$ cat config.mk
export PLATFORM = sky130hd
export DESIGN_NAME = second_chance_page_replacer_unit
export DESIGN_NICKNAME = d
export VERILOG_FILES = /design/src/rtl/scpr_pkg.sv /design/src/rtl/second_chance_page_replacer_unit.sv /design/src/rtl/scpr_cell.sv
export SDC_FILE = /design/constraint.sdc
export NUM_CORES = 1
export LEC_CHECK = 0
export BUFFER_PORTS_ARGS = -buffer_cell sky130_fd_sc_hd__buf_2
export CAP_MARGIN = 20
export CORE_UTILIZATION = 55
export CTS_CLUSTER_DIAMETER = 100
export DETAILED_ROUTE_END_ITERATION = 12
export GPL_TIMING_DRIVEN = 1
export HOLD_SLACK_MARGIN = 0.08
export PLACE_DENSITY_LB_ADDON = 0.15
export SLEW_MARGIN = 20
export SYNTH_ARGS = -nofsm -noshare
export SYNTH_HDL_FRONTEND = slang
export SYNTH_SLANG_ARGS = --single-unit
$ cat constraint.sdc
create_clock -name clk_i -period 3.3 [get_ports clk_i]
set_input_delay 0.66 -clock clk_i [delete_from_list [all_inputs] [get_ports clk_i]]
set_output_delay 0.66 -clock clk_i [all_outputs]
set_load 0.01 [all_outputs]
$ cat src/rtl/scpr_pkg.sv
// Package for the second-chance page replacer.
// Holds the control and status structs shared by the frame cells and the top level.
// No dependencies.
`default_nettype none

package scpr_pkg;

  localparam int unsigned CFG_W         = 5;
  localparam int unsigned FRAME_INDEX_W = 4;

  typedef struct packed {
    logic step;
    logic norm;
    logic commit;
    logic hit;
    logic wr;
  } ctl_t;

  typedef struct packed {
    logic valid;
    logic refd;
    logic dirty;
    logic tok;
    logic match;
  } stat_t;

endpackage

`default_nettype wire

$ cat src/rtl/second_chance_page_replacer_unit.sv
// Enhanced second-chance page replacer over a row of frame cells with a travelling hand token.
// Accesses are taken only in S_IDLE; a hit or free-frame fill goes via S_LOOK and S_WRITE,
// and its result is registered as S_WRITE commits. A sweep moves the token one cell per cycle.
// Reset clears all valid, reference and dirty bits and the fill count, puts the hand at frame 0
// and sets the managed frame count to 16 (clamped to FRAMES). Depends on scpr_pkg, scpr_cell.
`default_nettype none

module second_chance_page_replacer_unit #(
  parameter int unsigned FRAMES    = 16,
  parameter int unsigned PAGE_BITS = 16
) (
  input  wire                                    clk_i,
  input  wire                                    rst_ni,
  input  wire logic                              cfg_valid_i,
  output logic                                   cfg_ready_o,
  input  wire logic [scpr_pkg::CFG_W-1:0]        cfg_data_i,      // slots_in_use
  input  wire logic                              s_axis_tvalid,
  output logic                                   s_axis_tready,
  input  wire logic [((PAGE_BITS+7)/8)*8-1:0]    s_axis_tdata,    // page
  input  wire logic [0:0]                        s_axis_tuser,    // is_write
  output logic                                   m_axis_tvalid,
  input  wire logic                              m_axis_tready,
  output logic [((PAGE_BITS+4+7)/8)*8-1:0]       m_axis_tdata,    // frame_index, evicted_page
  output logic [2:0]                             m_axis_tuser     // hit, used_free_frame,
                                                                  // evicted_valid
);

  localparam int unsigned NW     = $clog2(FRAMES + 1);
  localparam int unsigned IW     = (FRAMES > 1) ? $clog2(FRAMES) : 1;
  localparam int unsigned CW     = (NW > scpr_pkg::CFG_W) ? NW : scpr_pkg::CFG_W;
  localparam int unsigned NRST   = (FRAMES < 16) ? FRAMES : 16;
  localparam int unsigned DOUT_W = ((PAGE_BITS + 4 + 7) / 8) * 8;
  localparam int unsigned FIW    = scpr_pkg::FRAME_INDEX_W;

  typedef enum logic [3:0] {
    S_IDLE  = 4'b0001,
    S_LOOK  = 4'b0010,
    S_SWEEP = 4'b0100,
    S_WRITE = 4'b1000
  } state_e;

  state_e               state_q, state_d;
  logic [NW-1:0]        n_q, n_d;
  logic [NW-1:0]        fill_q, fill_d;
  logic [IW-1:0]        slot_q, slot_d;
  logic                 hit_q, hit_d;
  logic                 fresh_q, fresh_d;
  logic [PAGE_BITS-1:0] key_q;
  logic                 wr_q;

  logic                 m_valid_q, m_valid_d;
  logic                 o_hit_q, o_fresh_q, o_ev_q;
  logic [FIW-1:0]       o_idx_q;
  logic [PAGE_BITS-1:0] o_evpage_q;

  scpr_pkg::ctl_t       ctl;
  scpr_pkg::stat_t      stat   [FRAMES];
  logic [PAGE_BITS-1:0] cpage  [FRAMES];
  logic [FRAMES-1:0]    managed;
  logic [FRAMES-1:0]    sel;
  logic [FRAMES-1:0]    tok_in;

  logic                 hit_any;
  logic [IW-1:0]        hit_idx;
  logic [IW-1:0]        tok_idx;
  logic                 tok_managed;
  logic                 last_tok;
  logic                 chosen;
  logic                 sel_valid;
  logic [PAGE_BITS-1:0] sel_page;
  logic                 out_free;
  logic [CW-1:0]        cfg_ext;
  logic [IW+FIW-1:0]    slot_ext;

  assign cfg_ready_o = 1'b1;
  assign cfg_ext     = CW'(cfg_data_i);

  always_comb begin
    n_d = n_q;
    if (cfg_valid_i) begin
      if (cfg_ext == '0) begin
        n_d = NW'(1);
      end else if (cfg_ext > CW'(FRAMES)) begin
        n_d = NW'(FRAMES);
      end else begin
        n_d = NW'(cfg_ext);
      end
    end
  end

  for (genvar g = 0; g < FRAMES; g++) begin : g_cell
    assign managed[g] = (NW'(g) < n_q);
    assign sel[g]     = (slot_q == IW'(g));

    scpr_cell #(
      .PAGE_BITS(PAGE_BITS)
    ) u_cell (
      .clk_i    (clk_i),
      .rst_ni   (rst_ni),
      .ctl_i    (ctl),
      .key_i    (key_q),
      .managed_i(managed[g]),
      .sel_i    (sel[g]),
      .tok_in_i (tok_in[g]),
      .tok_rst_i(g == 0),
      .stat_o   (stat[g]),
      .page_o   (cpage[g])
    );
  end

  always_comb begin
    hit_any     = 1'b0;
    hit_idx     = '0;
    tok_idx     = '0;
    tok_managed = 1'b0;
    last_tok    = 1'b0;
    chosen      = 1'b0;
    sel_valid   = 1'b0;
    sel_page    = '0;
    for (int i = 0; i < FRAMES; i++) begin
      if (stat[i].match && !hit_any) begin
        hit_idx = IW'(i);
        hit_any = 1'b1;
      end
      if (stat[i].tok) begin
        tok_idx = tok_idx | IW'(i);
        if (managed[i]) begin
          tok_managed = 1'b1;
        end
        if (NW'(i + 1) == n_q) begin
          last_tok = 1'b1;
        end
        if (!stat[i].refd && !stat[i].dirty) begin
          chosen = 1'b1;
        end
      end
      if (sel[i]) begin
        sel_valid = stat[i].valid;
        sel_page  = cpage[i];
      end
    end
  end

  always_comb begin
    for (int i = 0; i < FRAMES; i++) begin
      if (ctl.step) begin
        tok_in[i] = (i == 0) ? last_tok : (stat[(i == 0) ? 0 : i - 1].tok && managed[i]);
      end else begin
        tok_in[i] = tok_managed ? stat[i].tok : (i == 0);
      end
    end
  end

  assign out_free      = !m_valid_q || m_axis_tready;
  assign s_axis_tready = (state_q == S_IDLE);

  always_comb begin
    state_d    = state_q;
    fill_d     = fill_q;
    slot_d     = slot_q;
    hit_d      = hit_q;
    fresh_d    = fresh_q;
    m_valid_d  = m_valid_q && !m_axis_tready;
    ctl        = '0;
    ctl.hit    = hit_q;
    ctl.wr     = wr_q;
    case (state_q)
      S_IDLE: begin
        if (s_axis_tvalid) begin
          state_d = S_LOOK;
        end
      end
      S_LOOK: begin
        hit_d   = hit_any;
        fresh_d = 1'b0;
        if (hit_any) begin
          slot_d  = hit_idx;
          state_d = S_WRITE;
        end else if (fill_q < n_q) begin
          slot_d  = fill_q[IW-1:0];
          fresh_d = 1'b1;
          fill_d  = fill_q + NW'(1);
          state_d = S_WRITE;
        end else begin
          ctl.norm = 1'b1;
          state_d  = S_SWEEP;
        end
      end
      S_SWEEP: begin
        ctl.step = 1'b1;
        if (chosen) begin
          slot_d  = tok_idx;
          state_d = S_WRITE;
        end
      end
      S_WRITE: begin
        if (out_free) begin
          ctl.commit = 1'b1;
          m_valid_d  = 1'b1;
          state_d    = S_IDLE;
        end
      end
      default: begin
        state_d = S_IDLE;
      end
    endcase
  end

  always_ff @(posedge clk_i or negedge rst_ni) begin
    if (!rst_ni) begin
      state_q   <= S_IDLE;
      n_q       <= NW'(NRST);
      fill_q    <= '0;
      m_valid_q <= 1'b0;
    end else begin
      state_q   <= state_d;
      n_q       <= n_d;
      fill_q    <= fill_d;
      m_valid_q <= m_valid_d;
    end
  end

  assign slot_ext = (IW + FIW)'(slot_q);

  always_ff @(posedge clk_i) begin
    slot_q  <= slot_d;
    hit_q   <= hit_d;
    fresh_q <= fresh_d;
    if (s_axis_tvalid && s_axis_tready) begin
      key_q <= s_axis_tdata[PAGE_BITS-1:0];
      wr_q  <= s_axis_tuser[0];
    end
    if (ctl.commit) begin
      o_hit_q    <= hit_q;
      o_fresh_q  <= fresh_q;
      o_idx_q    <= slot_ext[FIW-1:0];
      o_ev_q     <= !hit_q && sel_valid;
      o_evpage_q <= (!hit_q && sel_valid) ? sel_page : '0;
    end
  end

  assign m_axis_tvalid = m_valid_q;
  assign m_axis_tdata  = DOUT_W'({o_evpage_q, o_idx_q});
  assign m_axis_tuser  = {o_ev_q, o_fresh_q, o_hit_q};

endmodule

`default_nettype wire

$ cat src/rtl/scpr_cell.sv
// One frame cell of the second-chance page replacer.
// Holds the page, valid, reference and dirty bits and the clock hand token of one frame.
// Depends on scpr_pkg.
`default_nettype none

module scpr_cell #(
  parameter int unsigned PAGE_BITS = 16
) (
  input  wire                       clk_i,
  input  wire                       rst_ni,
  input  wire scpr_pkg::ctl_t       ctl_i,
  input  wire logic [PAGE_BITS-1:0] key_i,
  input  wire logic                 managed_i,
  input  wire logic                 sel_i,
  input  wire logic                 tok_in_i,
  input  wire logic                 tok_rst_i,
  output scpr_pkg::stat_t           stat_o,
  output logic [PAGE_BITS-1:0]      page_o
);

  logic [PAGE_BITS-1:0] page_q;
  logic                 valid_q, valid_d;
  logic                 ref_q, ref_d;
  logic                 dirty_q, dirty_d;
  logic                 tok_q, tok_d;

  always_comb begin
    valid_d = valid_q;
    ref_d   = ref_q;
    dirty_d = dirty_q;
    tok_d   = tok_q;
    if (ctl_i.step || ctl_i.norm) begin
      tok_d = tok_in_i;
    end
    if (ctl_i.step && tok_q) begin
      if (ref_q) begin
        ref_d = 1'b0;
      end else if (dirty_q) begin
        dirty_d = 1'b0;
      end
    end
    if (ctl_i.commit && sel_i) begin
      ref_d = 1'b1;
      if (ctl_i.hit) begin
        dirty_d = dirty_q | ctl_i.wr;
      end else begin
        valid_d = 1'b1;
        dirty_d = ctl_i.wr;
      end
    end
  end

  always_ff @(posedge clk_i or negedge rst_ni) begin
    if (!rst_ni) begin
      valid_q <= 1'b0;
      ref_q   <= 1'b0;
      dirty_q <= 1'b0;
      tok_q   <= tok_rst_i;
    end else begin
      valid_q <= valid_d;
      ref_q   <= ref_d;
      dirty_q <= dirty_d;
      tok_q   <= tok_d;
    end
  end

  always_ff @(posedge clk_i) begin
    if (ctl_i.commit && sel_i && !ctl_i.hit) begin
      page_q <= key_i;
    end
  end

  assign page_o       = page_q;
  assign stat_o.valid = valid_q;
  assign stat_o.refd  = ref_q;
  assign stat_o.dirty = dirty_q;
  assign stat_o.tok   = tok_q;
  assign stat_o.match = valid_q && managed_i && (page_q == key_i);

endmodule

`default_nettype wire

# Word-level counts from Yosys, hierarchy flattened
# Cells that the tools add are included.
# word_totals
inputBits	27
out_inout_bits	30
ff_bits	381
wordCells	748
# op_classes
bitwise	18
mux	309
eq_ne	72
reduce_logical	236
addsub	1
n_lt_le_gt_ge	18
# op_table
operator	count
$eq A16 B16 Y1	16
$mux W16	16
$mux W1	253
$logic_and A1 B1 Y1	129
$mux W4	30
$reduce_and A2 Y1	33
$logic_not A1 Y1	50
$eq A4 B5 Y1 const A	8
$lt A4 B5 Y1 const A	8
$ne A2 B2 Y1 const B	19
$eq A4 B4 Y1 const B	9
$reduce_bool A2 Y1	17
$eq A3 B5 Y1 const A	4
$eq A4 B3 Y1 const B	5
$lt A3 B5 Y1 const A	4
$or A1 B1 Y1	16
$pmux W4 S4	1
$eq A4 B2 Y1 const B	3
$mux W3	4
$eq A2 B5 Y1 const A	2
$lt A1 B5 Y1 const A	2
$lt A2 B5 Y1 const A	2
$mux W5	2
$reduce_and A3 Y1	3
other kinds (14)	18

# Longest topological paths before layout
# depth
word_depth	53
ltp_mapped	11
depth_no_buf	9

# Least setup slack after synthesis
# Ideal clock, no wire load.
# synth_path
path_type	flip-flop to flip-flop
from	register state_q[1]
to	register g_cell[8].u_cell.page_q[0] (enable)
t_arrival_ps	2893
path_slack_ps	-3
setup_time_ps	411
path_buffers	2
period_less_slack_ps	3303
path_stages_with_launch	6
cell_sequence	dfrtp_1 or4b_2 or3_1 clkbuf_1 clkbuf_1 nor3_1
# synth_via
elab_chain_cells	4
# synth_rtl
element	line	rtl
start: declaration	second_chance_page_replacer_unit.sv:42	state_e state_q, state_d;
start signal: assignment	second_chance_page_replacer_unit.sv:216	state_q <= state_d;
$eq A4 B4 Y1	second_chance_page_replacer_unit.sv:167	case (state_q)
$mux W1	second_chance_page_replacer_unit.sv:167	
$logic_and A1 B1 Y1 (2 in series)	scpr_cell.sv:68	if (ctl_i.commit && sel_i && !ctl_i.hit) begin
end signal: assignment	scpr_cell.sv:69	page_q <= key_i;
end: declaration	scpr_cell.sv:21	logic [PAGE_BITS-1:0] page_q;
# No other way between the ends.
# A chain may end at the register's enable or synchronous reset.

# Worst setup path after layout
# layout_path
from	register key_q[0]
to	register slot_q[1] (enable)
# layout_via
elab_chain_cells	50
word_cells_on_any_way	80
classes_between	eq/ne (17); mux (16); reduce/logical (47)
# layout_rtl
element	line	rtl
start: declaration	second_chance_page_replacer_unit.sv:48	logic [PAGE_BITS-1:0] key_q;
start signal: assignment	second_chance_page_replacer_unit.sv:230	key_q <= s_axis_tdata[PAGE_BITS-1:0];
$eq A16 B16 Y1	scpr_cell.sv:78	assign stat_o.match = valid_q && managed_i && (page_q == key_i);
$logic_and A1 B1 Y1	scpr_cell.sv:78	
$mux W1	second_chance_page_replacer_unit.sv:121	if (stat[i].match && !hit_any) begin
$logic_not A1 Y1	second_chance_page_replacer_unit.sv:121	
$logic_and A1 B1 Y1	second_chance_page_replacer_unit.sv:121	
$mux W1	second_chance_page_replacer_unit.sv:121	
$logic_not A1 Y1	second_chance_page_replacer_unit.sv:121	
$logic_and A1 B1 Y1	second_chance_page_replacer_unit.sv:121	
[... 34 more ...]	-	
$logic_not A1 Y1	second_chance_page_replacer_unit.sv:121	
$logic_and A1 B1 Y1	second_chance_page_replacer_unit.sv:121	
$mux W1	second_chance_page_replacer_unit.sv:121	
$logic_not A1 Y1	second_chance_page_replacer_unit.sv:121	
$logic_and A1 B1 Y1	second_chance_page_replacer_unit.sv:121	
$mux W1 *	second_chance_page_replacer_unit.sv:121	
$ne A3 B3 Y1 (no line) *	-	
$reduce_and A3 Y1 (no line) *	-	
end signal: assignment	second_chance_page_replacer_unit.sv:226	slot_q <= slot_d;
end: declaration	second_chance_page_replacer_unit.sv:45	logic [IW-1:0] slot_q, slot_d;
# Mark *: on every way between the ends. The rest lies on a longest branch, timed or not.

==> metrics.md <==
| Metric | Value |
|---|---|
| Footprint of the multi-input gates | `7190 µm²` |
| WL/cell | `26.8 µm` |
| Most common cell after layout, fill and taps aside | `edfxtp_1` |
| DRT iter0 DRCs | `1523` |
| Yosys cell types | `73` |
| Post-synthesis sequential area ratio | `0.588` |
| Mapped cell area | `18800 µm²` |
| Gate count after technology mapping | `1500` |
| Run status | `finished, final reports clean` |
| Design area | `21500 µm²` |
| Leak pwr | `7.55 nW` |
| CP startpoint | `key_q[0]` |
| Core area | `33600 µm²` |
| Die Span X | `187 µm` |
| Dpl hpwl | `39800 µm` |
| Reg2reg end | `slot_q[1]` |
| Worst Setup EP | `slot_q[1]` |
| First-pass GRT wire length | `84200 µm` |
| Postcts setup bufs | `0` |
| Comb pwr share | `0.222` |
| Fin. max-slew vios | `0` |
| Hold Crit Class | `in -> async` |
| Req. time, crit path | `3.48 ns` |
| Hold-fix buffers at CTS | `0` |
| Die Span Y | `187 µm` |
| Switching pwr | `4.05 mW` |
| Setup CP Type | `reg -> reg` |
| Yosys top cell by area | `edfxtp_1` |
| Reg clk slew, reported paths | `0.06 ns` |
| CP Capture Type | `register` |
| Placement Cell Area | `20100 µm²` |
| Final worst path period need | `3.13 ns` |
| H-tree depth | `2` |
| Max frequency | `319 MHz` |
| Via count | `13283` |
| Share of layout cells above drive strength 1 | `0.172` |
| CTS root buf | `clkbuf_16` |
| Post-Synth XOR/XNOR Area | `0.121` |
| FFs w/ async S/R, synth | `0.207` |
| Flop2flop setup slack | `0.17 ns` |
| Synth area leaders | `edfxtp_1 (48%), dfrtp_1 (10%), xnor2_1 (7.3%)` |
| Pre-Repair DR Iteration Count | `6` |
| Final Core Density | `0.640` |
| Critical path's top delay family | `simple AND/OR/NAND/NOR gates` |
| Sw frac | `0.295` |
| P per Cell Area | `637 nW/µm²` |
| Int Pwr | `9.66 mW` |
| Synth Area in Compound Gates | `0.0959` |
| TritonCTS clock tree | `done` |
| Total Wirelength | `55900 µm` |
| Synth top area share | `0.483` |
| Pre-CTS setup slack | `0.239 ns` |
| Via-to-Cell Ratio | `6.38` |
| Post-Synth Adder-Cell Area | `0.00333` |
| Crit-path slowest cell | `nor4_1` |
| Worst-Skew Late Latency | `0.55 ns` |
| Average size of a mapped cell | `12.5 µm²` |
| Vias in the first global route | `13042` |
| Reg power frac | `0.425` |
| Area growth syn-to-layout | `14.4%` |
| Unrepaired setup endpoints after global routing | `false` |
| Buf/Inv on CP | `1` |
| Die area | `34900 µm²` |
| Tot GR Track Use | `0.325` |
| R2r worst-path depth | `9` |
| Clock buffer count from CTS | `41` |
| DRC | `0` |
| Rows | `67` |
| Gr ovfl total | `0` |
| Ys Warns | `0` |
| Ant diodes | `0` |
| Top FF cell, synth | `edfxtp_1` |
| Worst EP arrival | `3.32 ns` |
| Simple-gate share of the synthesized area | `0.113` |
| Top-Level Pins | `57` |
| Largest net degree at the start of global routing | `47` |
| Startpoint types | `register` |
| Maxcap violations | `0` |
| Antenna Violating Nets Remaining | `0` |
| CTS max path bufs | `3` |
| I/O Buffers | `51` |
| Nets | `1635` |
| CP peak stage delay | `0.80 ns` |
| Clock sink count | `381` |
| Crit-path cells | `buf_12 -> xor2_1 -> nor4_1 -> and3_1 -> nand3_1 -> nand4_2 -> or4_4 -> nor3_1 -> o22ai_1` |
| Layout Skew | `0.0204 ns` |
| Peak fanout along the critical path | `31` |
| Worst-Margin Slew | `0.908 ns` |
| Setup TNS | `0 ns` |
| Filler Cells Inserted | `2579` |
| Number of synthesized register bits | `381` |
| Sequential cell area | `11000 µm²` |
| Clk network pwr share | `0.354` |
| Number of gates resized after cts | `0` |
| Final Hold Fails | `0` |
| Leading cell types in the layout, fill and taps excluded | `edfxtp_1 (302), xnor2_1 (156), nand2_1 (105)` |
| Critical path depth | `9` |
| Slew margin rel. | `0.389` |
| Final Wtd Congestion | `0.986` |
| Antenna violations before repair | `0` |
| FF-to-FF Start | `key_q[0]` |
| Post-synthesis mux area share | `0.0459` |
| Post-synth EDFFs | `302` |
| Setup ws final | `0.165 ns` |
| # setup viols final | `0` |
| VDD IR max | `532 µV` |
| Largest family of logic cells by synthesized area | `XOR/XNOR gates` |
| Initial Util | `0.559` |
| Final critical-path share of the clock period | `0.950` |
layout make-up:
type	count	area share
Sequential cell	381	0.514
Tap cell	448	0.0261
Timing Repair Buffer	158	0.0569
Multi-Input combinational cell	1001	0.334
Clock buffer	52	0.0515
Inverter	20	0.00349
Clock inverter	23	0.0140
per-stage QoR:
step | hold WS (ns) | cells | power [mW]
floorplan | 0.364 | 1503 | 7.72
global placement | 0.406 | 2008 | 8.86
detailed placement | 0.422 | 2008 | 8.89
CTS | 0.0932 | 2083 | 13.7
global route | 0.114 | 2083 | 14.1
finish | 0.0880 | 2083 | 13.7
power groups by stage:
stage / Sequential, mW / Clock [mW] / Combinational, mW
4_1_cts: 5.82 / 4.88 / 2.99
2_1_floorplan: 5.89 / 0 / 1.82
5_1_grt: 5.84 / 5.06 / 3.22
6_report: 5.82 / 4.85 / 3.04
3_3_place_gp: 5.90 / 0 / 2.95
3_5_place_dp: 5.91 / 0 / 2.98
worst min-delay path by stage:
stage / to / startpoint / slack [ns] / depth (start not counted)
6_report: g_cell[11].u_cell.ref_q / rst_ni / 0.09 / 1
5_1_grt: g_cell[11].u_cell.tok_q / rst_ni / 0.11 / 1
4_1_cts: g_cell[11].u_cell.ref_q / rst_ni / 0.09 / 1
3_5_place_dp: o_fresh_q / fresh_q / 0.42 / 0
3_3_place_gp: o_fresh_q / fresh_q / 0.41 / 0
2_1_floorplan: fill_q[0] / rst_ni / 0.36 / 0
cells in the mapped netlist (all sizes together) (36+ instances only):
cell type / count
edfxtp: 302
xnor2: 156
nand2: 105
xor2: 104
nor2: 82
dfrtp: 76
buf: 60
a21oi: 54
nand4: 46
o21ai: 46
clkbuf: 41
nor4: 36
worst reg2reg max path, stage by stage, from the launching register on:
cell      delay (ns)
edfxtp_1        0.45
buf_12          0.21
xor2_1          0.17
nor4_1          0.80
and3_1          0.29
nand3_1         0.09
nand4_2         0.15
or4_4           0.19
nor3_1          0.07
o22ai_1         0.36
kinds of logic after synthesis:
kind of cell,count (synthesis)
other cells,2
compound gates,262
fa+ha+maj,5
flops,381
buf+inv,121
mux,54
xor+xnor,260
simple gates,415
sequential cells by signal, summed over array words and instances (netlist names):
name	flops
g_cell.u_cell.page_o	256
g_cell.u_cell.dirty_q	16
g_cell.u_cell.ref_q	16
g_cell.u_cell.tok_q	16
g_cell.u_cell.valid_q	16
key_q	16
o_evpage_q	16
fill_q	5
n_q	5
o_idx_q	4
slot_q	4
state_q	4
fresh_q	1
hit_q	1
m_axis_tvalid	1
o_ev_q	1
o_fresh_q	1
o_hit_q	1
wr_q	1
layer usage:
layer | share of wire | global-route usage
met1 | 0.41 | 0.466
met2 | 0.45 | 0.498
met3 | 0.097 | 0.0649
met4 | 0.034 | 0.109
met5 | 0 | 0
(Power assumes the default switching activity.)
